### config.mk
export PLATFORM = sky130hd
export DESIGN_NAME = sntab_front
export DESIGN_NICKNAME = d
export VERILOG_FILES = /design/src/design/sorted_name_table_defines.svh /design/src/design/sntab_pkg.sv /design/src/design/sntab_front.sv
export SDC_FILE = /design/constraint.sdc
export NUM_CORES = 1
export LEC_CHECK = 0
export ABC_AREA = 1
export BUFFER_PORTS_ARGS = -buffer_cell sky130_fd_sc_hd__buf_2
export CAP_MARGIN = 0
export CELL_PAD_IN_SITES_DETAIL_PLACEMENT = 1
export CELL_PAD_IN_SITES_GLOBAL_PLACEMENT = 1
export CORE_ASPECT_RATIO = 0.9
export CORE_MARGIN = 2
export CORE_UTILIZATION = 29
export DETAILED_ROUTE_END_ITERATION = 8
export HOLD_SLACK_MARGIN = 0.12
export PLACE_DENSITY = 0.77
export SETUP_SLACK_MARGIN = 0.02
export SLEW_MARGIN = 20
export SYNTH_ARGS = -nofsm -noshare
export SYNTH_HDL_FRONTEND = slang
export SYNTH_SLANG_ARGS = --single-unit
### constraint.sdc
create_clock -name clk -period 1.6 [get_ports clk]
set_clock_uncertainty 0.15 [all_clocks]
set_input_delay 0.32 -clock clk [delete_from_list [all_inputs] [get_ports clk]]
set_output_delay 0.32 -clock clk [all_outputs]
set_load 0.01 [all_outputs]
### src/design/sorted_name_table_defines.svh
// ---------------------------------------------------------------------------
// sorted_name_table_defines: assertion macros for the sorted name table
// ---------------------------------------------------------------------------
`ifndef SORTED_NAME_TABLE_DEFINES_SVH
`define SORTED_NAME_TABLE_DEFINES_SVH

`ifndef NO_ASSERTIONS

// when a holds, b holds in the same cycle
`define SNT_ASSERT_IMPLY(lbl, clk, rst_n, a, b) \
    lbl: assert property (@(posedge clk) disable iff (!rst_n) (a) |-> (b)) \
        else $error("sorted_name_table: check failed");

// when a holds, b holds in the next cycle
`define SNT_ASSERT_NEXT(lbl, clk, rst_n, a, b) \
    lbl: assert property (@(posedge clk) disable iff (!rst_n) (a) |=> (b)) \
        else $error("sorted_name_table: check failed");

`else

`define SNT_ASSERT_IMPLY(lbl, clk, rst_n, a, b)
`define SNT_ASSERT_NEXT(lbl, clk, rst_n, a, b)

`endif

`endif

### src/design/sntab_pkg.sv
// ---------------------------------------------------------------------------
// sntab_pkg
// Types and constants shared by the sorted name table modules.
// ---------------------------------------------------------------------------
`default_nettype none

package sntab_pkg;

    localparam int ENTRIES_DEFAULT     = 128;
    localparam int NAME_BYTES_DEFAULT  = 128;
    localparam int MIN_LENGTH_DEFAULT  = 4;
    localparam int QUEUE_DEPTH_DEFAULT = 4;

    // command codes on tuser
    localparam logic [1:0] CMD_INSERT  = 2'd0;
    localparam logic [1:0] CMD_BSEARCH = 2'd1;
    localparam logic [1:0] CMD_LSEARCH = 2'd2;

    // result status codes
    localparam logic [2:0] ST_INSERTED  = 3'd0;
    localparam logic [2:0] ST_FOUND     = 3'd1;
    localparam logic [2:0] ST_NOT_FOUND = 3'd2;
    localparam logic [2:0] ST_TOO_SHORT = 3'd3;
    localparam logic [2:0] ST_FULL      = 3'd4;
    localparam logic [2:0] ST_TOO_LONG  = 3'd5;

    typedef enum logic [2:0] {
        OP_BYTE    = 3'd0,
        OP_INSERT  = 3'd1,
        OP_BSEARCH = 3'd2,
        OP_LSEARCH = 3'd3,
        OP_DROP    = 3'd4
    } op_t;

    typedef struct packed {
        op_t        op;
        logic [7:0] ch;
    } item_t;

endpackage

`default_nettype wire

### src/design/sntab_front.sv
// ---------------------------------------------------------------------------
// sntab_front
// Input register stage: accepts byte transactions and tags each with its op.
// ---------------------------------------------------------------------------
`default_nettype none

module sntab_front
    import sntab_pkg::*;
(
    input  wire logic       clk,
    input  wire logic       rst_n,
    input  wire logic       in_valid,
    output logic            in_ready,
    input  wire logic [1:0] in_cmd,
    input  wire logic [7:0] in_ch,
    input  wire logic       in_last,
    output logic            out_valid,
    input  wire logic       out_ready,
    output item_t           out_item
);

    logic  valid_reg, valid_next;
    item_t item_reg;
    op_t   op_class;

    always_comb
    begin
        if (!in_last)
        begin
            op_class = OP_BYTE;
        end
        else
        begin
            unique case (in_cmd)
                CMD_INSERT:  op_class = OP_INSERT;
                CMD_BSEARCH: op_class = OP_BSEARCH;
                CMD_LSEARCH: op_class = OP_LSEARCH;
                default:     op_class = OP_DROP;
            endcase
        end
    end

    assign in_ready  = !valid_reg || out_ready;
    assign out_valid = valid_reg;
    assign out_item  = item_reg;

    always_comb
    begin
        valid_next = valid_reg;
        if (in_ready)
        begin
            valid_next = in_valid;
        end
    end

    always_ff @(posedge clk or negedge rst_n)
    begin
        if (!rst_n)
        begin
            valid_reg <= 1'b0;
        end
        else
        begin
            valid_reg <= valid_next;
        end
    end

    always_ff @(posedge clk)
    begin
        if (in_ready && in_valid)
        begin
            item_reg.op <= op_class;
            item_reg.ch <= in_ch;
        end
    end

endmodule

`default_nettype wire

* Word level (Yosys, flattened, before mapping)
Index checks and enable logic that the tools add are counted.
Word-level totals: register bits 12, latch bits 0, bits in writable memories 0, ROM bits 0, output and inout port bits 13, word-level logic and storage cells 10, memories 0
Cells by class: add/sub/neg operators 0, multipliers 0, div/mod/pow operators 0, order comparisons 0, equal/unequal tests 2, shift operators 0, muxes and demuxes 1, bitwise gates (word level) 0, reduce and logical (&&, ||, !) cells 4
Operators with widths (number):
- 3-bit one-hot mux with 3 select lines | 1
- 2-bit by 1-bit == test with 1-bit output (second input constant) | 1
- 2-bit == test (second input constant) | 1
- 2-bit logical NOT | 1
- 1-bit logical AND | 1
- 1-bit logical NOT | 1
- 1-bit logical OR | 1

* Depth between registers and ports, before layout
Gate-level depths: netlist of run 1.
word-level depth 3, gate-level depth with buffers 4, depth with buffers taken out 4

* Worst setup path after synthesis of run 1
OpenSTA, ideal clock, no wires.
path type register to register, start reg valid_reg, in the netlist out_valid, end reg item_reg (netlist bit out_item[0]), enable pin, setup time 382 ps, arrival 1036 ps, data required time 1068 ps, slack 32 ps, stages on the path, launching flop included 2, path buffers 0, clock period less this slack 1568 ps, cell sequence dfrtp_1 > a21oi_1
On the way: word-level cells in the longest chain between the ends 3
Ends and longest elaborated chain:
- start: declaration | RTL line sntab_front.sv:22 | logic valid_reg, valid_next;
- start signal: assignment | RTL line sntab_front.sv:64 | valid_reg <= valid_next;
- 1-bit logical NOT | RTL line sntab_front.sv:43 | assign in_ready = !valid_reg || out_ready;
- 1-bit logical OR | RTL line sntab_front.sv:43
- 1-bit logical AND | RTL line sntab_front.sv:70 | if (in_ready && in_valid)
- end: declaration | RTL line sntab_front.sv:23 | item_t item_reg;
No other way between the ends. A chain may end at the register's enable or synchronous reset.

* Worst setup path in the final report of run 1
start in in_valid, end reg item_reg (netlist bit out_item[0]), enable pin
On the way: word-level cells in the longest chain between the ends 1
Ends and longest elaborated chain:
- start: declaration | RTL line sntab_front.sv:12 | input wire logic in_valid,
- 1-bit logical AND | RTL line sntab_front.sv:70
No other way between the ends.

==> run metrics, run 1 <==
Root Driver=clkbuf_4; final net count=90; Synth top area share=0.7395; gpl congestion=0.6574; CP arrival=1.30 ns; Hold Path Depth=4; Yosys cell types=7; CTS sink cnt=12; Iter 0 DRT Violations=12; CTS tree=built; largest net degree at the start of global routing=12; most frequent cells in the layout=buf_2 (27), edfxtp_1 (11), dlygate4sd3_1 (10); most common cell after layout, fill and taps aside=buf_2; Post-Synth Simple-Gate Area=0.05042; clock transition at the registers of the reported paths=0.07 ns; wire per inst=13.92 µm; Syn Nets=47; Num CTS Buffers=3; VDD IR max=0.0003568 V; crit path launch type=primary input; # IOs=28; gr ovfl total=0; Core Box Area=1448 µm²; synthesized cell area=446.7 µm²; H-tree level count=1; cell row count=13; Synth Area in Compound Gates=0.01120; Bufs on Longest Clock Path=2; Slew headroom=0.9043; leading area contributor after synthesis=edfxtp_1; reg2reg start=out_valid; Worst R2R Setup Slack=0.40 ns; antenna diode count=0; routed vias/inst=4.233; die area=1871 µm²; largest family of logic cells by synthesized area=adder cells; CP endpoint kind=register; Setup-failing EPs final=0; Worst-Margin Slew=0.1436 ns; Syn Area/Cell=15.40 µm²; r2r endpoint=out_item[0]; min cycle time layout=1.478 ns; required time worst endpoint=1.42 ns; max_cap viols=0; Buffers on Ports=27; vias in the first global route=389; multi-input logic area=65.06 µm²; CP Max Fanout=11; Slew Viols, Final=0; WL final=1197 µm; Die H=41.23 µm; Synth Warn #=0; Yosys reg bits=12; Pleak=0.0003658 µW; mux cell area share after synthesis=0; DR vias=364; Post-Synth XOR/XNOR Area=0; type of the worst setup path=in -> reg; Die W=45.37 µm; post_cts resized=0; first-pass GRT wire length=1656 µm; setup_tns=0 ns; fin crit share=0.9239; drt first pass iters=4; Power Dens Cells=874.0 nW/µm²; dpl ws=0.3671 ns; Syn Inst Count=29; dpl hpwl=749.6 µm; layout cells sized above 1=0.4366; Final Hold Fails=0; Final Power=641.9 µW; Seq/Total Area, Yosys=0.7955; fillers=164; Initial Util=0.3086; top cells by area, synth=edfxtp_1 (74%), ha_1 (8.4%), inv_1 (5.9%); GRT Total Usage=0.1411; r2r worst-path depth=2; path type of the worst min-delay path=in -> reg; status=finished, final reports clean; Synth Area in Adders=0.08403; hold endpoint=out_valid; max frequency=676.4 MHz; drt drc=0; RSZ-0062 raised after global routing=no; worst skew pair latency=0.26 ns; PnR worst setup slack=0.1217 ns; Antenna Violating Nets Remaining=0; Hold Crit Start=out_ready; initial antenna violation count=0; register area=355.3 µm²; synthesis-to-finish area growth=64.43%
-- worst max path at each step --
| stage | to | from | cells past startpoint |
|---|---|---|---|
| 3_3_place_gp | out_item[9] | in_cmd[0] | 5 |
| 2_1_floorplan | out_item[0] | out_valid | 1 |
| 6_report | out_item[0] | in_valid | 5 |
| 4_1_cts | out_item[5] | in_valid | 5 |
| 3_5_place_dp | out_item[9] | in_cmd[0] | 5 |
| 5_1_grt | out_item[0] | in_valid | 5 |
-- through the flow --
step                        util  instance area, µm²  hold WS, ns  cells
final                     0.5073               734.5       0.1796     86
after global routing      0.5073               734.5       0.2074     86
after CTS                 0.5073               734.5       0.1785     86
after detailed placement  0.4201               608.1     -0.05454     72
after floorplan                -               446.7      -0.1256     29
after global placement    0.4201               608.1     -0.05438     72
-- cell type report --
cell class              instances  share of cell area
clock buffers                   3             0.03066
clock inverters                 1            0.005111
inverters                       7             0.03578
multi-input cells              10             0.08859
flip-flops and latches         12              0.4838
well taps                      15             0.02555
repair buffers                 38              0.3305
-- metal layers --
metal	track usage	up-vias	wire [µm]
met5	0	-	0
met4	0.08824	0	12
met3	0.02643	2	119
met2	0.3107	23	672
met1	0.1138	162	392
li1	-	177	-
-- power by group --
| part | leakage (µW) | total (µW) | switching, µW | internal, µW |
|---|---|---|---|---|
| Sequential | 0.000117 | 369 | 5.28 | 364 |
| Combinational | 0.000234 | 90.7 | 43.1 | 47.6 |
| Clock | 0.0000154 | 182 | 92.5 | 89.9 |
-- synthesized netlist by cell type (all sizes together) --
| library cell | instances |
|---|---|
| nand2 | 4 |
| edfxtp | 11 |
| nor2 | 2 |
| dfrtp | 1 |
| a21oi | 1 |
| inv | 7 |
| ha | 3 |
-- state kept, by name, indices dropped and copies added (netlist names) --
signal / count
out_item: 11
out_valid: 1
-- critical path, stage by stage --
cell	delay, ns
dlygate4sd3_1	0.52
buf_2	0.09
inv_1	0.04
a21oi_1	0.11
buf_4	0.21
-- cells by family after synthesis --
family | count (synthesis)
adders and majority gates | 3
DFF | 12
and+or+nand+nor | 6
buffers and inverters | 7
AOI/OAI and AO/OA | 1
-- what timing repair did --
| item | CTS | global route |
|---|---|---|
| setup buffers | 0 | 0 |
| endpoints found under the setup margin | 0 | 0 |
| endpoints found under the hold margin | 10 | 0 |
| hold buffers | 10 | 0 |
(Power assumes the default switching activity.)
==> inputs of run 2 (changes only) <==
--- a/config.mk
+++ b/config.mk
@@ -16,7 +16,7 @@
 export DETAILED_ROUTE_END_ITERATION = 8
 export HOLD_SLACK_MARGIN = 0.12
 export PLACE_DENSITY = 0.77
-export SETUP_SLACK_MARGIN = 0.02
+export SETUP_SLACK_MARGIN = 0.2
 export SLEW_MARGIN = 20
 export SYNTH_ARGS = -nofsm -noshare
 export SYNTH_HDL_FRONTEND = slang
==> run metrics, run 2 (synthesized netlist as in run 1, its figures left out) <==
dpl hpwl=735 µm; final net count=90; required time worst endpoint=1.13 ns; Power Dens Cells=867.0 nW/µm²; Bufs on Longest Clock Path=2; CP arrival=0.86 ns; crit path launch type=register; clock transition at the registers of the reported paths=0.07 ns; CP Max Fanout=3; r2r endpoint=out_item[7]; top cell family by delay on the critical path=flip-flops; Worst-Margin Slew=0.1413 ns; most frequent cells in the layout=buf_2 (26), edfxtp_1 (11), dlygate4sd3_1 (10); r2r worst-path depth=2; part of the power in the clock network=0.285; VDD IR max=0.0003181 V; hold endpoint=out_valid; worst skew pair latency=0.26 ns; RSZ-0062 raised after global routing=no; Cells after DPL=72; CTS sink cnt=12; Antenna Violating Nets Remaining=0; min cycle time layout=1.328 ns; initial antenna violation count=0; fin crit share=0.8299; antenna diode count=0; Final Hold Fails=0; Slew headroom=0.9058; Root Driver=clkbuf_4; Largest register FFs=11; Initial Util=0.3086; sequential power share=0.571; largest net degree at the start of global routing=12; Setup-failing EPs final=0; routed vias/inst=4.279; max_cap viols=0; reg2reg start=out_valid; Net Sw Frac=0.2220; Die W=45.37 µm; drt drc=0; vias in the first global route=345; most common cell after layout, fill and taps aside=buf_2; gpl congestion=0.6491; CTS tree=built; P_int=503.8 µW; Num CTS Buffers=3; Hold Crit Start=out_ready; setup_tns=0 ns; Core Box Area=1448 µm²; Non-Filler Instances=86; synthesis-to-finish area growth=67.23%; buffer and inverter count on the worst path=1; Die H=41.23 µm; die area=1871 µm²; DR vias=368; drt first pass iters=4; layout cells sized above 1=0.4648; wire per inst=13.19 µm; Crit-path slowest cell=dfrtp_1; CP cell instances=nand2_2 > buf_6; Hold Path Depth=4; WL final=1134 µm; GRT Total Usage=0.1215; first-pass GRT wire length=1442 µm; path type of the worst min-delay path=in -> reg; Sw Pwr=143.8 µW; highest cell delay on the worst timing path=0.42 ns; # IOs=28; CP endpoint kind=output port; Worst R2R Setup Slack=0.40 ns; logic gate share of total power=0.144; Pleak=0.0003688 µW; max frequency=753.1 MHz; status=finished, final reports clean; gr ovfl total=0; Buffers on Ports=27; Iter 0 DRT Violations=2; type of the worst setup path=reg -> out; H-tree level count=1; cell row count=13; Slew Viols, Final=0
run 2: cell counts in the layout (fill, tap and decap cells not counted):
Identical to the previous run, type by type.
run 2: stage by stage:
step	hold WS, ns	total power (µW)	utilization	worst slack, ns	cell area (µm²)
floorplan	-0.1256	404.0	-	0.2685	450.4
global placement	-0.05523	443.7	0.4226	0.3804	611.8
detailed placement	-0.05325	447.2	0.4226	0.3567	611.8
CTS	0.1716	652.0	0.5099	0.2365	738.2
global route	0.1976	680.0	0.5160	0.2110	747.0
finish	0.1946	647.6	0.5160	0.2721	747.0
run 2: worst register-to-register path: cells and delay by family (launching register included):
kind            cells  cell delay [ns]
compound gates      1             0.14
buf+inv             1             0.20
flops               1             0.42
run 2: routing by layer:
layer / routed length, µm / global-route usage / vias to the layer above
met3: 91 / 0.03524 / 2
met1: 391 / 0.09946 / 169
met4: 12 / 0.08824 / 0
met5: 0 / 0 / -
li1: - / - / 176
met2: 638 / 0.2500 / 21
run 2: final cells by class:
type / instances / area [µm²]
Timing Repair Buffer: 38 / 249.0
Clock inverter: 1 / 3.754
Tap cell: 15 / 18.77
Inverter: 7 / 26.28
Sequential cell: 12 / 355.3
Multi-Input combinational cell: 10 / 71.32
Clock buffer: 3 / 22.52
Fill cell: 162 / 700.7
run 2: what timing repair did:
action | in CTS | in global routing
resized for setup | 0 | 2
endpoints found under the setup margin | 0 | 1
hold endpoints to repair | 10 | 0
setup buffers | 0 | 0
hold buffers | 10 | 0
run 2: how the worst max path moves through the flow:
stage              start     endpoint  cells past startpoint
6_report       out_valid     in_ready                      2
2_1_floorplan  out_valid  out_item[0]                      1
5_1_grt        out_valid     in_ready                      2
3_3_place_gp   in_cmd[0]  out_item[9]                      5
3_5_place_dp   in_cmd[0]  out_item[9]                      5
4_1_cts        out_valid     in_ready                      2
run 2: power by group through the flow:
| stage | Sequential (µW) | Combinational (µW) | Clock [µW] |
|---|---|---|---|
| after floorplan | 386 | 18.2 | 0 |
| after global placement | 375 | 68.7 | 0 |
| after detailed placement | 376 | 71.4 | 0 |
| after CTS | 369 | 90.7 | 192 |
| after global routing | 372 | 102 | 206 |
| final | 370 | 93.4 | 184 |
==> inputs of run 3 (changes only) <==
==> constraint.sdc (replaced) <==
create_clock -name clk -period 1.25 [get_ports clk]
set_clock_uncertainty 0.15 [all_clocks]
set_input_delay 0.25 -clock clk [delete_from_list [all_inputs] [get_ports clk]]
set_output_delay 0.25 -clock clk [all_outputs]
set_load 0.01 [all_outputs]
==> run metrics, run 3 (synthesized netlist as in run 1, its figures left out) <==
Slew headroom=0.8956; # IOs=28; drt first pass iters=4; status=finished, violations left; Bufs on Longest Clock Path=2; GRT Total Usage=0.1419; Core Box Area=1448 µm²; Antenna Violating Nets Remaining=0; worst skew pair latency=0.26 ns; Final Hold Fails=0; part of the power in the clock network=0.280; Power Dens Cells=1092 nW/µm²; Sw Pwr=176.9 µW; Largest register FFs=11; vias in the first global route=386; failing checks=negative setup slack; routed vias/inst=4.233; gr ovfl total=0; Pleak=0.0003748 µW; min cycle time layout=1.285 ns; Worst-Margin Slew=0.1565 ns; most common cell after layout, fill and taps aside=buf_2; Core Util, Final=0.5290; cell row count=13; final net count=90; fillers=158; DR vias=364; RSZ-0062 raised after global routing=yes; initial antenna violation count=0; crit path launch type=register; gpl congestion=0.7346; antenna diode count=0; PnR worst setup slack=-0.03476 ns; Num CTS Buffers=3; hold_buf cts=9; CP endpoint kind=output port; P_int=659.6 µW; die area=1871 µm²; required time worst endpoint=0.85 ns; CTS tree=built; type of the worst setup path=reg -> out; CP Max Fanout=3; fin crit share=1.028; CTS sink cnt=12; Buffers on Ports=27; first-pass GRT wire length=1628 µm; largest net degree at the start of global routing=8; Die H=41.23 µm; Root Driver=clkbuf_4; Slew Viols, Final=0; layout cells sized above 1=0.4789; max_cap viols=0; most frequent cells in the layout=buf_2 (25), edfxtp_1 (11), dlygate4sd3_1 (9); dpl ws=0.01591 ns; final hold slack=0.07022 ns; wire per inst=12.76 µm; WL final=1097 µm; clock transition at the registers of the reported paths=0.07 ns; H-tree level count=1; path type of the worst min-delay path=in -> reg; logic gate share of total power=0.154; Iter 0 DRT Violations=1; drt drc=0; Net Sw Frac=0.2115; max frequency=778.4 MHz; Die W=45.37 µm; sequential power share=0.567; synthesis-to-finish area growth=71.43%; dpl hpwl=704.4 µm; VDD IR max=0.0003682 V; Initial Util=0.3086; CP arrival=0.88 ns; Setup-failing EPs final=1
==> run 3: cell types whose count changed in the layout (fill, tap and decap cells not counted), sizes merged <==
cell / before / now
buf: 28 / 29
clkinv: 1 / 0
clkbuf: 3 / 4
dlygate4sd3: 10 / 9
==> run 3: layer usage <==
metal / global-route usage / wire [µm]
met5: 0 / 0
met4: 0.1324 / 19
met3: 0.03084 / 99
met2: 0.2893 / 618
met1: 0.1135 / 359
==> run 3: final cells by class <==
cell class / count / area, µm² / share of cell area
clock buffers: 4 / 26.28 / 0.03431
inverters: 7 / 26.28 / 0.03431
multi-input cells: 10 / 78.83 / 0.1029
flip-flops and latches: 12 / 355.3 / 0.4641
well taps: 15 / 18.77 / 0.02451
repair buffers: 38 / 260.3 / 0.3399
==> run 3: power by group through the flow <==
| stage | sequential, µW | combinational [µW] | clock (µW) |
|---|---|---|---|
| 2_1_floorplan | 494 | 25.8 | 0 |
| 3_3_place_gp | 481 | 87.6 | 0 |
| 3_5_place_dp | 482 | 89.5 | 0 |
| 4_1_cts | 473 | 122 | 245 |
| 5_1_grt | 476 | 143 | 269 |
| 6_report | 474 | 128 | 234 |
==> run 3: through the flow <==
stage                     cell area [µm²]  cells  TNS (ns)  power (µW)
after floorplan                     457.9     29         0       520.2
after global placement              611.8     71         0       568.7
after detailed placement            611.8     71         0       571.6
after CTS                           750.7     86  -0.06032       840.0
after global routing                765.7     86   -0.1170       887.6
final                               765.7     86  -0.03476       836.5
==> run 3: repair_timing <==
action	4_1_cts	5_1_grt
endpoints found under the setup margin	24	24
gates resized for setup	2	3
hold endpoints to repair	11	1
setup buffers	2	0
pin swaps	1	1
==> run 3: worst paths after layout <==
check | from | endpoint | slack (ns) | cells past startpoint
setup / recovery | out_valid | in_ready | -0.03 | 2
hold / removal | in_valid | out_valid | 0.07 | 3
setup reg to reg | out_valid | out_item[0] | 0.09 | 2
hold reg to reg | out_valid | out_valid | 0.44 | 2
max in group asynchronous | rst_n | out_valid | 0.69 | 2
min in group asynchronous | rst_n | out_valid | 0.17 | 2
==> run 3: critical path, stage by stage (launching register included) <==
cell and delay, ns:
dfrtp_1 0.42, nand2_2 0.10, buf_6 0.10
