$ cat src/design/sorted_name_table_defines.svh
// ---------------------------------------------------------------------------
// sorted_name_table_defines: assertion macros for the sorted name table
// ---------------------------------------------------------------------------
`ifndef SORTED_NAME_TABLE_DEFINES_SVH
`define SORTED_NAME_TABLE_DEFINES_SVH

`ifndef NO_ASSERTIONS

// when a holds, b holds in the same cycle
`define SNT_ASSERT_IMPLY(lbl, clk, rst_n, a, b) \
    lbl: assert property (@(posedge clk) disable iff (!rst_n) (a) |-> (b)) \
        else $error("sorted_name_table: check failed");

// when a holds, b holds in the next cycle
`define SNT_ASSERT_NEXT(lbl, clk, rst_n, a, b) \
    lbl: assert property (@(posedge clk) disable iff (!rst_n) (a) |=> (b)) \
        else $error("sorted_name_table: check failed");

`else

`define SNT_ASSERT_IMPLY(lbl, clk, rst_n, a, b)
`define SNT_ASSERT_NEXT(lbl, clk, rst_n, a, b)

`endif

`endif

$ cat src/design/sntab_pkg.sv
// ---------------------------------------------------------------------------
// sntab_pkg
// Types and constants shared by the sorted name table modules.
// ---------------------------------------------------------------------------
`default_nettype none

package sntab_pkg;

    localparam int ENTRIES_DEFAULT     = 128;
    localparam int NAME_BYTES_DEFAULT  = 128;
    localparam int MIN_LENGTH_DEFAULT  = 4;
    localparam int QUEUE_DEPTH_DEFAULT = 4;

    // command codes on tuser
    localparam logic [1:0] CMD_INSERT  = 2'd0;
    localparam logic [1:0] CMD_BSEARCH = 2'd1;
    localparam logic [1:0] CMD_LSEARCH = 2'd2;

    // result status codes
    localparam logic [2:0] ST_INSERTED  = 3'd0;
    localparam logic [2:0] ST_FOUND     = 3'd1;
    localparam logic [2:0] ST_NOT_FOUND = 3'd2;
    localparam logic [2:0] ST_TOO_SHORT = 3'd3;
    localparam logic [2:0] ST_FULL      = 3'd4;
    localparam logic [2:0] ST_TOO_LONG  = 3'd5;

    typedef enum logic [2:0] {
        OP_BYTE    = 3'd0,
        OP_INSERT  = 3'd1,
        OP_BSEARCH = 3'd2,
        OP_LSEARCH = 3'd3,
        OP_DROP    = 3'd4
    } op_t;

    typedef struct packed {
        op_t        op;
        logic [7:0] ch;
    } item_t;

endpackage

`default_nettype wire

$ cat src/design/sntab_queue.sv
// ---------------------------------------------------------------------------
// sntab_queue
// Short FIFO of tagged items between front and back.
// ---------------------------------------------------------------------------
`default_nettype none

module sntab_queue
    import sntab_pkg::*;
#(
    parameter int DEPTH = QUEUE_DEPTH_DEFAULT
)
(
    input  wire logic  clk,
    input  wire logic  rst_n,
    input  wire logic  in_valid,
    output logic       in_ready,
    input  wire item_t in_item,
    output logic       out_valid,
    input  wire logic  out_ready,
    output item_t      out_item
);

    localparam int PW = (DEPTH > 1) ? $clog2(DEPTH) : 1;
    localparam int CW = $clog2(DEPTH + 1);

    item_t          slots [DEPTH];
    logic [PW-1:0]  wr_reg, wr_next, rd_reg, rd_next;
    logic [CW-1:0]  fill_reg, fill_next;
    logic           push, pop;

    assign in_ready  = fill_reg != CW'(DEPTH);
    assign out_valid = fill_reg != '0;
    assign out_item  = slots[rd_reg];
    assign push      = in_valid && in_ready;
    assign pop       = out_valid && out_ready;

    always_comb
    begin
        wr_next   = wr_reg;
        rd_next   = rd_reg;
        fill_next = fill_reg;
        if (push)
        begin
            wr_next = (wr_reg == PW'(DEPTH - 1)) ? '0 : wr_reg + 1'b1;
        end
        if (pop)
        begin
            rd_next = (rd_reg == PW'(DEPTH - 1)) ? '0 : rd_reg + 1'b1;
        end
        if (push && !pop)
        begin
            fill_next = fill_reg + 1'b1;
        end
        else if (pop && !push)
        begin
            fill_next = fill_reg - 1'b1;
        end
    end

    always_ff @(posedge clk or negedge rst_n)
    begin
        if (!rst_n)
        begin
            wr_reg   <= '0;
            rd_reg   <= '0;
            fill_reg <= '0;
        end
        else
        begin
            wr_reg   <= wr_next;
            rd_reg   <= rd_next;
            fill_reg <= fill_next;
        end
    end

    always_ff @(posedge clk)
    begin
        if (push)
        begin
            slots[wr_reg] <= in_item;
        end
    end

endmodule

`default_nettype wire

$ cat config.mk
export PLATFORM = sky130hd
export DESIGN_NAME = sntab_queue
export DESIGN_NICKNAME = d
export VERILOG_FILES = /design/src/design/sorted_name_table_defines.svh /design/src/design/sntab_pkg.sv /design/src/design/sntab_queue.sv
export SDC_FILE = /design/constraint.sdc
export NUM_CORES = 1
export LEC_CHECK = 0
export CAP_MARGIN = 20
export CORE_MARGIN = 2
export CORE_UTILIZATION = 60
export CTS_BUF_LIST = sky130_fd_sc_hd__clkbuf_4 sky130_fd_sc_hd__clkbuf_8
export DETAILED_ROUTE_END_ITERATION = 10
export DONT_BUFFER_PORTS = 1
export GPL_TIMING_DRIVEN = 0
export PLACE_DENSITY = 0.74
export SLEW_MARGIN = 20
export SYNTH_ARGS = -nofsm -noshare
export SYNTH_HDL_FRONTEND = slang
export SYNTH_SLANG_ARGS = --single-unit
$ cat constraint.sdc
create_clock -name clk -period 3.3 [get_ports clk]
set_input_delay 0.495 -clock clk [delete_from_list [all_inputs] [get_ports clk]]
set_output_delay 0.495 -clock clk [all_outputs]
set_load 0.02 [all_outputs]
* Word level (Yosys, flattened, before mapping)
Memory sizes are Yosys's and may differ from the RTL's. Cells that the tools add are included.
Word-level totals: logic and storage cells 25, register bits 7, output and inout bits 13, input bits 15, memories 1, bits in writable memories 44
Memory list:
- slots | words 4, width 11, rd ports 1, clocked after Yosys merged registers in 0, write ports 1, line sntab_queue.sv:26 | item_t slots [DEPTH];
Cells by class: reduce and logical (&&, ||, !) cells 8, add/sub/neg operators 4, eq/ne operators 3, multiplexer cells 6
Operators with widths (count):
- $mux 3 | 2
- $add 2x1->2 const B | 2
- $eq 2x2->1 const B | 2
- $logic_and 1x1->1 | 4
- $mux 2 | 2
- $add 3x1->3 const B | 1
- $ne 3x3->1 const B | 1
- $reduce_bool 3->1 | 1
- $sub 3x1->3 const B | 1
- $logic_not 1->1 | 2
- $mux 1 | 2
- $reduce_bool 2->1 | 1

* Logic depth before layout (Yosys ltp)
Gate-level depths: netlist of the first run.
depth after elaboration 6, mapped depth 8

* Least setup slack after synthesis of the first run
No wires, ideal clock.
kind reg2reg, start reg fill_reg[1], end reg fill_reg[2], slack 1.148 ns, setup time 0.079 ns, arrival time 2.073 ns, stages on the path, launching flop included 9, cell sequence dfrtp_1 > or3_2 > nand2_1 > ha_1 > inv_1 > fa_1 > xor2_1 > nor2_1 > xor2_1
On the way: word-level cells in the longest chain between the ends 5, elaborated cells on any way between the ends 13, classes of those cells add/sub (2); eq/ne (1); mux (2); reduce/logical (8)
Ends and longest elaborated chain:
- start, declared | line sntab_queue.sv:28 | logic [CW-1:0] fill_reg, fill_next;
- start signal, assigned | line sntab_queue.sv:72 | fill_reg <= fill_next;
- $reduce_bool 3->1 * | line sntab_queue.sv:32 | assign out_valid = fill_reg != '0;
- via out_valid | line sntab_queue.sv:18 | output logic out_valid,
- $logic_and 1x1->1 * | line sntab_queue.sv:35 | assign pop = out_valid && out_ready;
- $logic_not 1->1 | line sntab_queue.sv:50 | if (push && !pop)
- $logic_and 1x1->1 | line sntab_queue.sv:50
- $mux 3 or $reduce_bool 2->1 (tied branches)
Mark *: on every way through the listed nets, which the timed path passes. The rest lies on a longest branch. The select of a mux whose other input is x is not followed. A chain may end at the register's enable or synchronous reset.

* Final worst setup path of the first run
Ends and elaborated chain as after synthesis.

==> impl_metrics.csv, run 1 <==
group,metric,value,unit
synthesis,synth_top_area_frac,0.6527,
placed_design,io_buffers,0,
setup_path,reg2regPathDepth,8,
timing,timing.final.crit_share,0.7115,
setup_path,r2r_slack,0.95,ns
final_layout,design_area,2197,um2
routing,drc,0,
final_layout,fin_cells,148,
clock_network,ctsRootBufferMaster,"clkbuf_4",
clock_network,cts_sinks,51,
run,maxCapViolCount,0,
synthesis,syn_area,2024,um2
setup_path,worstSetupStartpoint,"fill_reg[1]",
timing,worst_slack,0.9520,ns
final_layout,drive_gt1_frac,0.3137,
final_layout,fill_cells,215,
timing,rsz0062_at_grt,"no",
setup_path,cp-end-kind,"register",
clock_network,cts.clk_slew.worst_paths,0.14,ns
routing,first_pass_iters,4,
synthesis,syn_inst,93,
pwr,peakVddDrop,506.1,uV
clock_network,cts_hold_buf,1,
timing,tightest_slew,0.6052,ns
timing,setup_viol,0,
run_status,status,"complete, no violations",
routing,vias_per_cell,5.926,
synthesis,yosysSeqAreaShare,0.7392,
routing,drt_iter0_drc,31,
clock_network,cts_made_buffers,5,
timing,fin_setup_tns,0,ns
setup_path,worstPathMaxFanout,4,
setup_path,cp-start-kind,"register",
clock_network,clockBufferDepth,2,
synthesis,synth_cell_types,18,
setup_path,arrival,2.64,ns
floorplanning,dieWidth,62.09,um
global_route,grt_pass1_vias,968,
global_route,antenna_found_initial,0,
synthesis,synthTopCellsByArea,"edfxtp_1, mux4_2, dfrtp_1",
setup_path,cp-endpoint,"fill_reg[2]",
final_layout,area_growth_syn_to_layout,8.529,%
placed_design,place_ws,0.9689,ns
synthesis,synth_area_leader_cell,"edfxtp_1",
synthesis,syn-num-nets,115,
timing,relSlewSlack,0.5965,
floorplanning,rows,21,
global_route,grt_overflow,0,
timing,period_minus_slack,2.348,ns
placed_design,hpwlAfterDp,2048,um
min_path,hp-class,"input pin to register",
timing,hold_viol,0,
placed_design,dpl.cell_count,139,
global_route,grt_max_degree,16,
clock_network,cts_setup_buffers,0,
synthesis,synth_area_per_cell,21.77,um2
synthesis,synth.ff_latch_count,51,
setup_path,required,3.59,ns
routing,finalWirelength,3079,um
global_route,grt.total_usage,0.1891,
timing,maxSlewViolCount,0,
floorplanning,fp.dieH,62.09,um
floorplanning,design.core.area,3284,um2
clock_network,clk_latency,0.36,ns
synthesis,synth_warnings,0,
timing,hold-worst-slack,0.2136,ns
pwr,pwr_density_cell,930.2,nW/um2
placed_design,placed_cell_area,2082,um2
final_layout,largest_reg_flops,44,
placed_design,place_congestion,0.7063,
floorplanning,dieArea,3855,um2
routing,vias,877,
setup_path,critical_path_class,"register to register",
timing,clock.fmax,0.4259,GHz
setup_path,r2r-end,"fill_reg[2]",
global_route,grt_first_pass_wirelength,4802,um
setup_path,r2r_start,"fill_reg[1]",
routing,ant_nets,0,
floorplanning,ios,28,
clock_network,h-tree-depth,2,
routing,avgRoutedWirePerCell,20.80,um
pwr,p_leak,0.0007670,uW
clock_network,postCtsResizedCells,0,
final_layout,nets,123,
timing,clock_skew,0.004382,ns
final_layout,diodes,0,
clock_network,cts_tree,"built",
floorplanning,start_util,0.6164,
## layout make-up
cell class	instances	area, um2	share of cell area
Clock buffer	6	45.04	0.02050
Tap cell	46	57.56	0.02620
Buffer	2	11.26	0.005125
Clock inverter	2	60.06	0.02733
Inverter	3	11.26	0.005125
Sequential cell	51	1496	0.6811
Timing Repair Buffer	1	10.01	0.004556
Multi-Input combinational cell	37	505.5	0.2301
## how the worst min path moves through the flow
stage,startpoint,to,slack [ns],cells after the start
finish,in_item[6],slots[3][6],0.21,0
global route,in_item[3],slots[0][3],0.18,0
CTS,in_item[7],slots[1][7],0.20,0
detailed placement,rst_n,wr_reg[1],0.20,0
global placement,rst_n,fill_reg[2],0.20,0
floorplan,rst_n,fill_reg[0],0.20,0
## critical path, cell delays in order, from the launching register on
cell     delay (ns)
dfrtp_1        0.44
or3_2          0.58
nand2_1        0.17
ha_1           0.20
inv_1          0.06
fa_1           0.39
xor2_1         0.16
nor2_1         0.11
xor2_1         0.17
## report_power, final
group          switching, uW  total [uW]  internal, uW
logic                    376         664           288
registers               81.8         948           867
clock network            187         432           245
## metrics by stage
stage	utilization	power (uW)
floorplan	-	1508
global placement	0.6339	1599
detailed placement	0.6339	1642
CTS	0.6690	2069
global route	0.6690	2157
finish	0.6690	2044
## metal layers
| metal | GRT usage | wire length, um | up-vias |
|---|---|---|---|
| met4 | 0.07295 | 49 | 0 |
| met5 | 0 | 0 | - |
| li1 | - | - | 386 |
| met1 | 0.2151 | 1149 | 461 |
| met2 | 0.3289 | 1703 | 24 |
| met3 | 0.06418 | 176 | 6 |
## cells in the final DEF, fill, tap and decap left out
master,n
and2_4,1
mux2_4,2
mux2_2,3
dfrtp_1,7
dlygate4sd3_1,1
xnor2_1,1
mux4_2,11
xor2_1,2
or3b_4,1
buf_1,1
fa_1,1
edfxtp_1,44
ha_1,6
clkbuf_4,6
or3_2,1
nor2_1,3
buf_4,1
inv_1,3
nand2_1,1
bufinv_16,2
and3_2,4
## synthesized netlist by cell type
| master | number |
|---|---|
| buf_4 | 1 |
| nand2_1 | 1 |
| and2_4 | 1 |
| mux2_2 | 3 |
| or3_2 | 1 |
| mux4_2 | 11 |
| and3_2 | 4 |
| mux2_4 | 2 |
| edfxtp_1 | 44 |
| buf_1 | 1 |
| nor2_1 | 3 |
| fa_1 | 1 |
| ha_1 | 6 |
| xor2_1 | 2 |
| xnor2_1 | 1 |
| or3b_4 | 1 |
| dfrtp_1 | 7 |
| inv_1 | 3 |
## cell families (layout without fill, tap and decap cells)
kind of cell	after synthesis	in the layout	share of synthesized area
xor gates and xnor gates	3	3	0.01298
adders and majority gates	7	7	0.04697
buffers and inverters	5	14	0.01112
DFF	51	51	0.7392
muxes	16	16	0.1539
and+or+nand+nor	11	11	0.03585
No activity file was read; power rests on OpenSTA's default activity.
==> inputs of run 2 (changes only) <==
==> constraint.sdc (replaced) <==
create_clock -name clk -period 2.32 [get_ports clk]
set_input_delay 0.348 -clock clk [delete_from_list [all_inputs] [get_ports clk]]
set_output_delay 0.348 -clock clk [all_outputs]
set_load 0.02 [all_outputs]
==> impl_metrics.csv, run 2 (synthesis results as in run 1) <==
group,metric,value,unit
final_layout,nets,124,
timing,setup_viol,0,
routing,wl_met1,1158,um
pwr,pwr-share-seq,0.462,
placed_design,io_buffers,0,
routing,wl_met2,1741,um
pwr,pwr-share-clk,0.209,
setup_path,critical_path_class,"register to register",
clock_network,clk_latency,0.36,ns
timing,clock_skew,0.005376,ns
global_route,grt.total_usage,0.1909,
timing,tightest_slew,0.6080,ns
setup_path,worstPathMaxFanout,4,
final_layout,diodes,0,
setup_path,arrival,2.50,ns
routing,drt_iter0_drc,35,
routing,avgRoutedWirePerCell,20.96,um
setup_path,required,2.61,ns
final_layout,drive_gt1_frac,0.3301,
placed_design,place_ws,-0.01113,ns
run,maxCapViolCount,0,
timing,relSlewSlack,0.5946,
global_route,antenna_found_initial,0,
final_layout,final_cell_mix,"edfxtp_1, mux4_2, ha_1, clkbuf_4, dfrtp_1",
pwr,netSwitchingFraction,0.3157,
placed_design,hpwlAfterDp,2048,um
run_status,status,"complete, no violations",
routing,drc,0,
pwr,p_leak,0.0007720,uW
placed_design,place_congestion,0.7063,
clock_network,cts.clk_slew.worst_paths,0.14,ns
floorplanning,dieWidth,62.09,um
clock_network,h-tree-depth,2,
setup_path,reg2regPathDepth,8,
routing,finalWirelength,3123,um
routing,vias_per_cell,5.926,
routing,ant_nets,0,
floorplanning,rows,21,
routing,top_layer,"met4",
clock_network,ctsRootBufferMaster,"clkbuf_4",
clock_network,clockBufferDepth,2,
global_route,grt_pass1_vias,977,
pwr,combPwrFrac,0.330,
routing,route.met3.wl,174,um
global_route,grt_overflow,0,
setup_path,cp-end-kind,"register",
timing,hold-worst-slack,0.06769,ns
final_layout,largest_reg_flops,44,
min_path,hp-class,"input pin to register",
timing,maxSlewViolCount,0,
floorplanning,dieArea,3855,um2
final_layout,final_common_cell,"edfxtp_1",
timing,timing.final.crit_share,0.9507,
setup_path,cp-start-kind,"register",
routing,first_pass_iters,5,
floorplanning,start_util,0.6164,
timing,clock.fmax,0.4534,GHz
pwr,peakVddDrop,721.9,uV
clock_network,cts_made_buffers,5,
floorplanning,ios,28,
timing,rsz0062_at_grt,"no",
timing,hold_viol,0,
timing,worst_slack,0.1145,ns
clock_network,cts_sinks,51,
min_path,hold_depth,0,
floorplanning,fp.dieH,62.09,um
global_route,grt_first_pass_wirelength,4850,um
pwr,pwr_density_cell,1327,nW/um2
floorplanning,design.core.area,3284,um2
routing,vias,883,
global_route,grt_max_degree,16,
pwr,internal_power,2006,uW
clock_network,cts_tree,"built",
pwr,power.switching,925.6,uW
final_layout,area_growth_syn_to_layout,9.147,%
timing,period_minus_slack,2.206,ns
run 2: path summary, 6_finish.rpt:
check | slack [ns] | from | end
max reg2reg | 0.11 | fill_reg[0] | fill_reg[2]
max | 0.11 | fill_reg[0] | fill_reg[2]
min reg2reg | 0.53 | fill_reg[2] | fill_reg[2]
max in group asynchronous | 1.73 | rst_n | fill_reg[0]
min in group asynchronous | 0.31 | rst_n | wr_reg[1]
min | 0.07 | in_item[4] | slots[1][4]
run 2: stage by stage:
stage	cells	util	area, um2	setup TNS, ns	power, uW
2_1_floorplan	93	-	2024	0	2146
3_3_place_gp	139	0.6339	2082	0	2275
3_5_place_dp	139	0.6339	2082	-0.01113	2335
4_1_cts	148	0.6701	2201	0	2949
5_1_grt	149	0.6728	2210	0	3092
6_report	149	0.6728	2210	0	2932
run 2: critical path, cell delays in order, from the launching register on:
cell and delay, ns:
dfrtp_2 0.47, or3_4 0.42, nand2_1 0.15, ha_1 0.20
inv_1 0.06, fa_1 0.39, xor2_1 0.16, nor2_1 0.11
xor2_1 0.17
run 2: cell type report:
type | instances | area, um2
sequential | 51 | 1498
fill | 215 | 1075
multi-input combinational | 37 | 509.2
clock inverter | 2 | 60.06
tap | 46 | 57.56
clock buffer | 6 | 45.04
timing repair buffer | 2 | 17.52
buffer | 2 | 11.26
inverter | 3 | 11.26
run 2: per-layer routing:
metal / track usage / up-vias
met4: 0.07295 / 0
met2: 0.3348 / 24
met5: 0 / -
li1: - / 389
met3: 0.06418 / 6
met1: 0.2151 / 464
run 2: timing repair:
action | 4_1_cts | 5_1_grt
setup endpoints to repair | 1 | 1
resized for setup | 1 | 1
hold endpoints to repair | 7 | 0
hold buffers | 1 | 0
buffers inserted | 0 | 1
run 2: power by group through the flow:
stage / logic (uW) / registers, uW / clock network [uW]
finish: 966 / 1350 / 612
global route: 1060 / 1380 / 655
global placement: 921 / 1350 / 0
CTS: 971 / 1350 / 624
detailed placement: 962 / 1370 / 0
floorplan: 810 / 1340 / 0
==> inputs of run 3 (changes only) <==
--- a/config.mk
+++ b/config.mk
@@ -5,6 +5,7 @@
 export SDC_FILE = /design/constraint.sdc
 export NUM_CORES = 1
 export LEC_CHECK = 0
+export ABC_AREA = 1
 export CAP_MARGIN = 20
 export CORE_MARGIN = 2
 export CORE_UTILIZATION = 60
==> impl_metrics.csv, run 3 <==
group,metric,value,unit
final_layout,largest_reg_flops,44,
synthesis,synth_cell_types,17,
placed_design,place_ws,0.2603,ns
global_route,antenna_found_initial,0,
setup_path,worstPathMaxFanout,4,
setup_path,arrival,2.27,ns
synthesis,yosysMostFrequentCell,"nand2_1",
clock_network,cts_sinks,51,
timing,relSlewSlack,0.5474,
floorplanning,dieArea,4213,um2
synthesis,synth_edf_count,44,
final_layout,drive_gt1_frac,0.1122,
clock_network,clk_latency,0.30,ns
clock_network,cts_made_buffers,5,
min_path,hp-class,"input pin to register",
clock_network,h-tree-depth,2,
synthesis,syn_inst,187,
synthesis,synth_warnings,0,
pwr,peakVddDrop,747.9,uV
floorplanning,fp.dieH,64.91,um
routing,finalWirelength,3957,um
routing,first_pass_iters,4,
setup_path,worstSetupStartpoint,"fill_reg[1]",
routing,drc,0,
timing,worst_slack,0.2410,ns
routing,drt_iter0_drc,61,
synthesis,yosysSeqAreaShare,0.6723,
final_layout,final_cell_mix,"nand2_1, edfxtp_1, inv_1, o211ai_1, dfrtp_1",
setup_path,cp-end-kind,"register",
routing,avgRoutedWirePerCell,16.22,um
synthesis,ys.flop_type,"edfxtp_1",
clock_network,cts_tree,"built",
pwr,p_leak,0.0009798,uW
setup_path,cp-start-kind,"register",
run,maxCapViolCount,0,
timing,clock_skew,0.01068,ns
synthesis,synth_top_area_frac,0.5936,
synthesis,synthTopCellsByCount,"nand2_1, edfxtp_1, inv_1, o211ai_1, dfrtp_1",
final_layout,fill_cells,277,
pwr,netSwitchingFraction,0.4094,
synthesis,synth.ff_latch_count,51,
synthesis,syn-num-nets,209,
floorplanning,ios,28,
placed_design,dpl.cell_count,235,
synthesis,synthTopCellsByArea,"edfxtp_1, dfrtp_1, nand2_1",
pwr,power.switching,1257,uW
timing,timing.final.crit_share,0.8961,
global_route,grt.total_usage,0.2164,
clock_network,clockBufferDepth,2,
timing,clock.fmax,0.4810,GHz
pwr,pwr-share-seq,0.432,
floorplanning,dieWidth,64.91,um
global_route,grt_first_pass_wirelength,6492,um
global_route,grt_max_degree,17,
placed_design,place_congestion,0.7506,
routing,vias,1322,
setup_path,r2r_slack,0.24,ns
synthesis,synth_area_per_cell,11.90,um2
final_layout,diodes,0,
setup_path,critical_path_class,"register to register",
clock_network,cts.clk_slew.worst_paths,0.09,ns
clock_network,ctsRootBufferMaster,"clkbuf_8",
final_layout,area_growth_syn_to_layout,7.589,%
min_path,hp-start,"in_item[0]",
synthesis,synth_area_leader_cell,"edfxtp_1",
timing,tightest_slew,0.6781,ns
run_status,status,"complete, no violations",
final_layout,nets,217,
timing,maxSlewViolCount,0,
routing,vias_per_cell,5.418,
timing,period_minus_slack,2.079,ns
global_route,grt_overflow,0,
timing,hold_viol,0,
setup_path,r2r_start,"fill_reg[1]",
placed_design,io_buffers,0,
global_route,grt_pass1_vias,1415,
setup_path,required,2.51,ns
pwr,pwr-share-clk,0.161,
final_layout,fin_cells,244,
clock_network,postCtsResizedCells,0,
pwr,pwr_density_cell,1282,nW/um2
timing,fin_setup_tns,0,ns
floorplanning,rows,22,
pwr,combPwrFrac,0.407,
floorplanning,design.core.area,3606,um2
pwr,internal_power,1813,uW
timing,rsz0062_at_grt,"no",
placed_design,hpwlAfterDp,2703,um
routing,ant_nets,0,
final_layout,final_common_cell,"nand2_1",
synthesis,synth-async-reset-ratio,0.1373,
synthesis,syn_area,2226,um2
floorplanning,start_util,0.6173,
timing,setup_viol,0,
-- run 3: layer usage --
metal,global-route usage,routed length [um]
met2,0.3724,2089
met4,0.1011,61
met3,0.06944,221
met5,0,0
met1,0.2436,1585
-- run 3: worst paths after layout --
check                           cells after the start           to
worst max-delay path                               10  fill_reg[2]
worst max register to register                     10  fill_reg[2]
worst min-delay path                                0  slots[1][0]
worst min register to register                      2  fill_reg[2]
max in group asynchronous                           1    rd_reg[0]
min in group asynchronous                           1    wr_reg[0]
-- run 3: final cells by class --
class                           instances  area [um2]  share of cell area
Buffer                                  7       66.31             0.02769
Inverter                               36       135.1             0.05643
Sequential cell                        51        1496              0.6249
Tap cell                               48       60.06             0.02508
Timing Repair Buffer                    1       10.01            0.004180
Clock buffer                            5       68.82             0.02874
Multi-Input combinational cell         93       538.0              0.2247
Clock inverter                          3       20.02            0.008359
-- run 3: kinds of logic after synthesis --
logic type / share of synthesized area
buffers and inverters: 0.09050
AND/OR/NAND/NOR: 0.1141
XOR/XNOR: 0.003936
adder cells (fa/ha/maj): 0.04272
flip-flops: 0.6723
AO/OA/AOI/OAI: 0.07645
-- run 3: power groups by stage --
stage               Clock (uW)  Combinational [uW]  Sequential, uW
floorplan                    0                 980            1320
global placement             0                1180            1330
detailed placement           0                1250            1350
CTS                        488                1260            1330
global route               527                1390            1350
finish                     495                1250            1320
-- run 3: through the flow --
step / cell area [um2] / total power (uW) / util / hold slack, ns
global placement: 2286 / 2510 / 0.6339 / 0.05260
CTS: 2385 / 3072 / 0.6613 / 0.1333
detailed placement: 2286 / 2596 / 0.6339 / 0.05260
finish: 2395 / 3070 / 0.6641 / 0.1303
global route: 2395 / 3265 / 0.6641 / 0.1219
floorplan: 2226 / 2299 / - / 0.05241
-- run 3: critical path, stage by stage, from the launching register on --
cell     delay [ns]
dfrtp_1        0.41
inv_1          0.12
nand3_1        0.31
nand2_2        0.18
ha_1           0.19
inv_1          0.07
fa_1           0.39
nand2_1        0.11
nand3_1        0.09
nand2_1        0.06
nand2_1        0.04
-- run 3: repair_timing --
action                                  4_1_cts  5_1_grt
hold buffers                                  1        0
endpoints found under the setup margin        0        0
hold endpoints to repair                      7        0
setup buffers                                 0        0
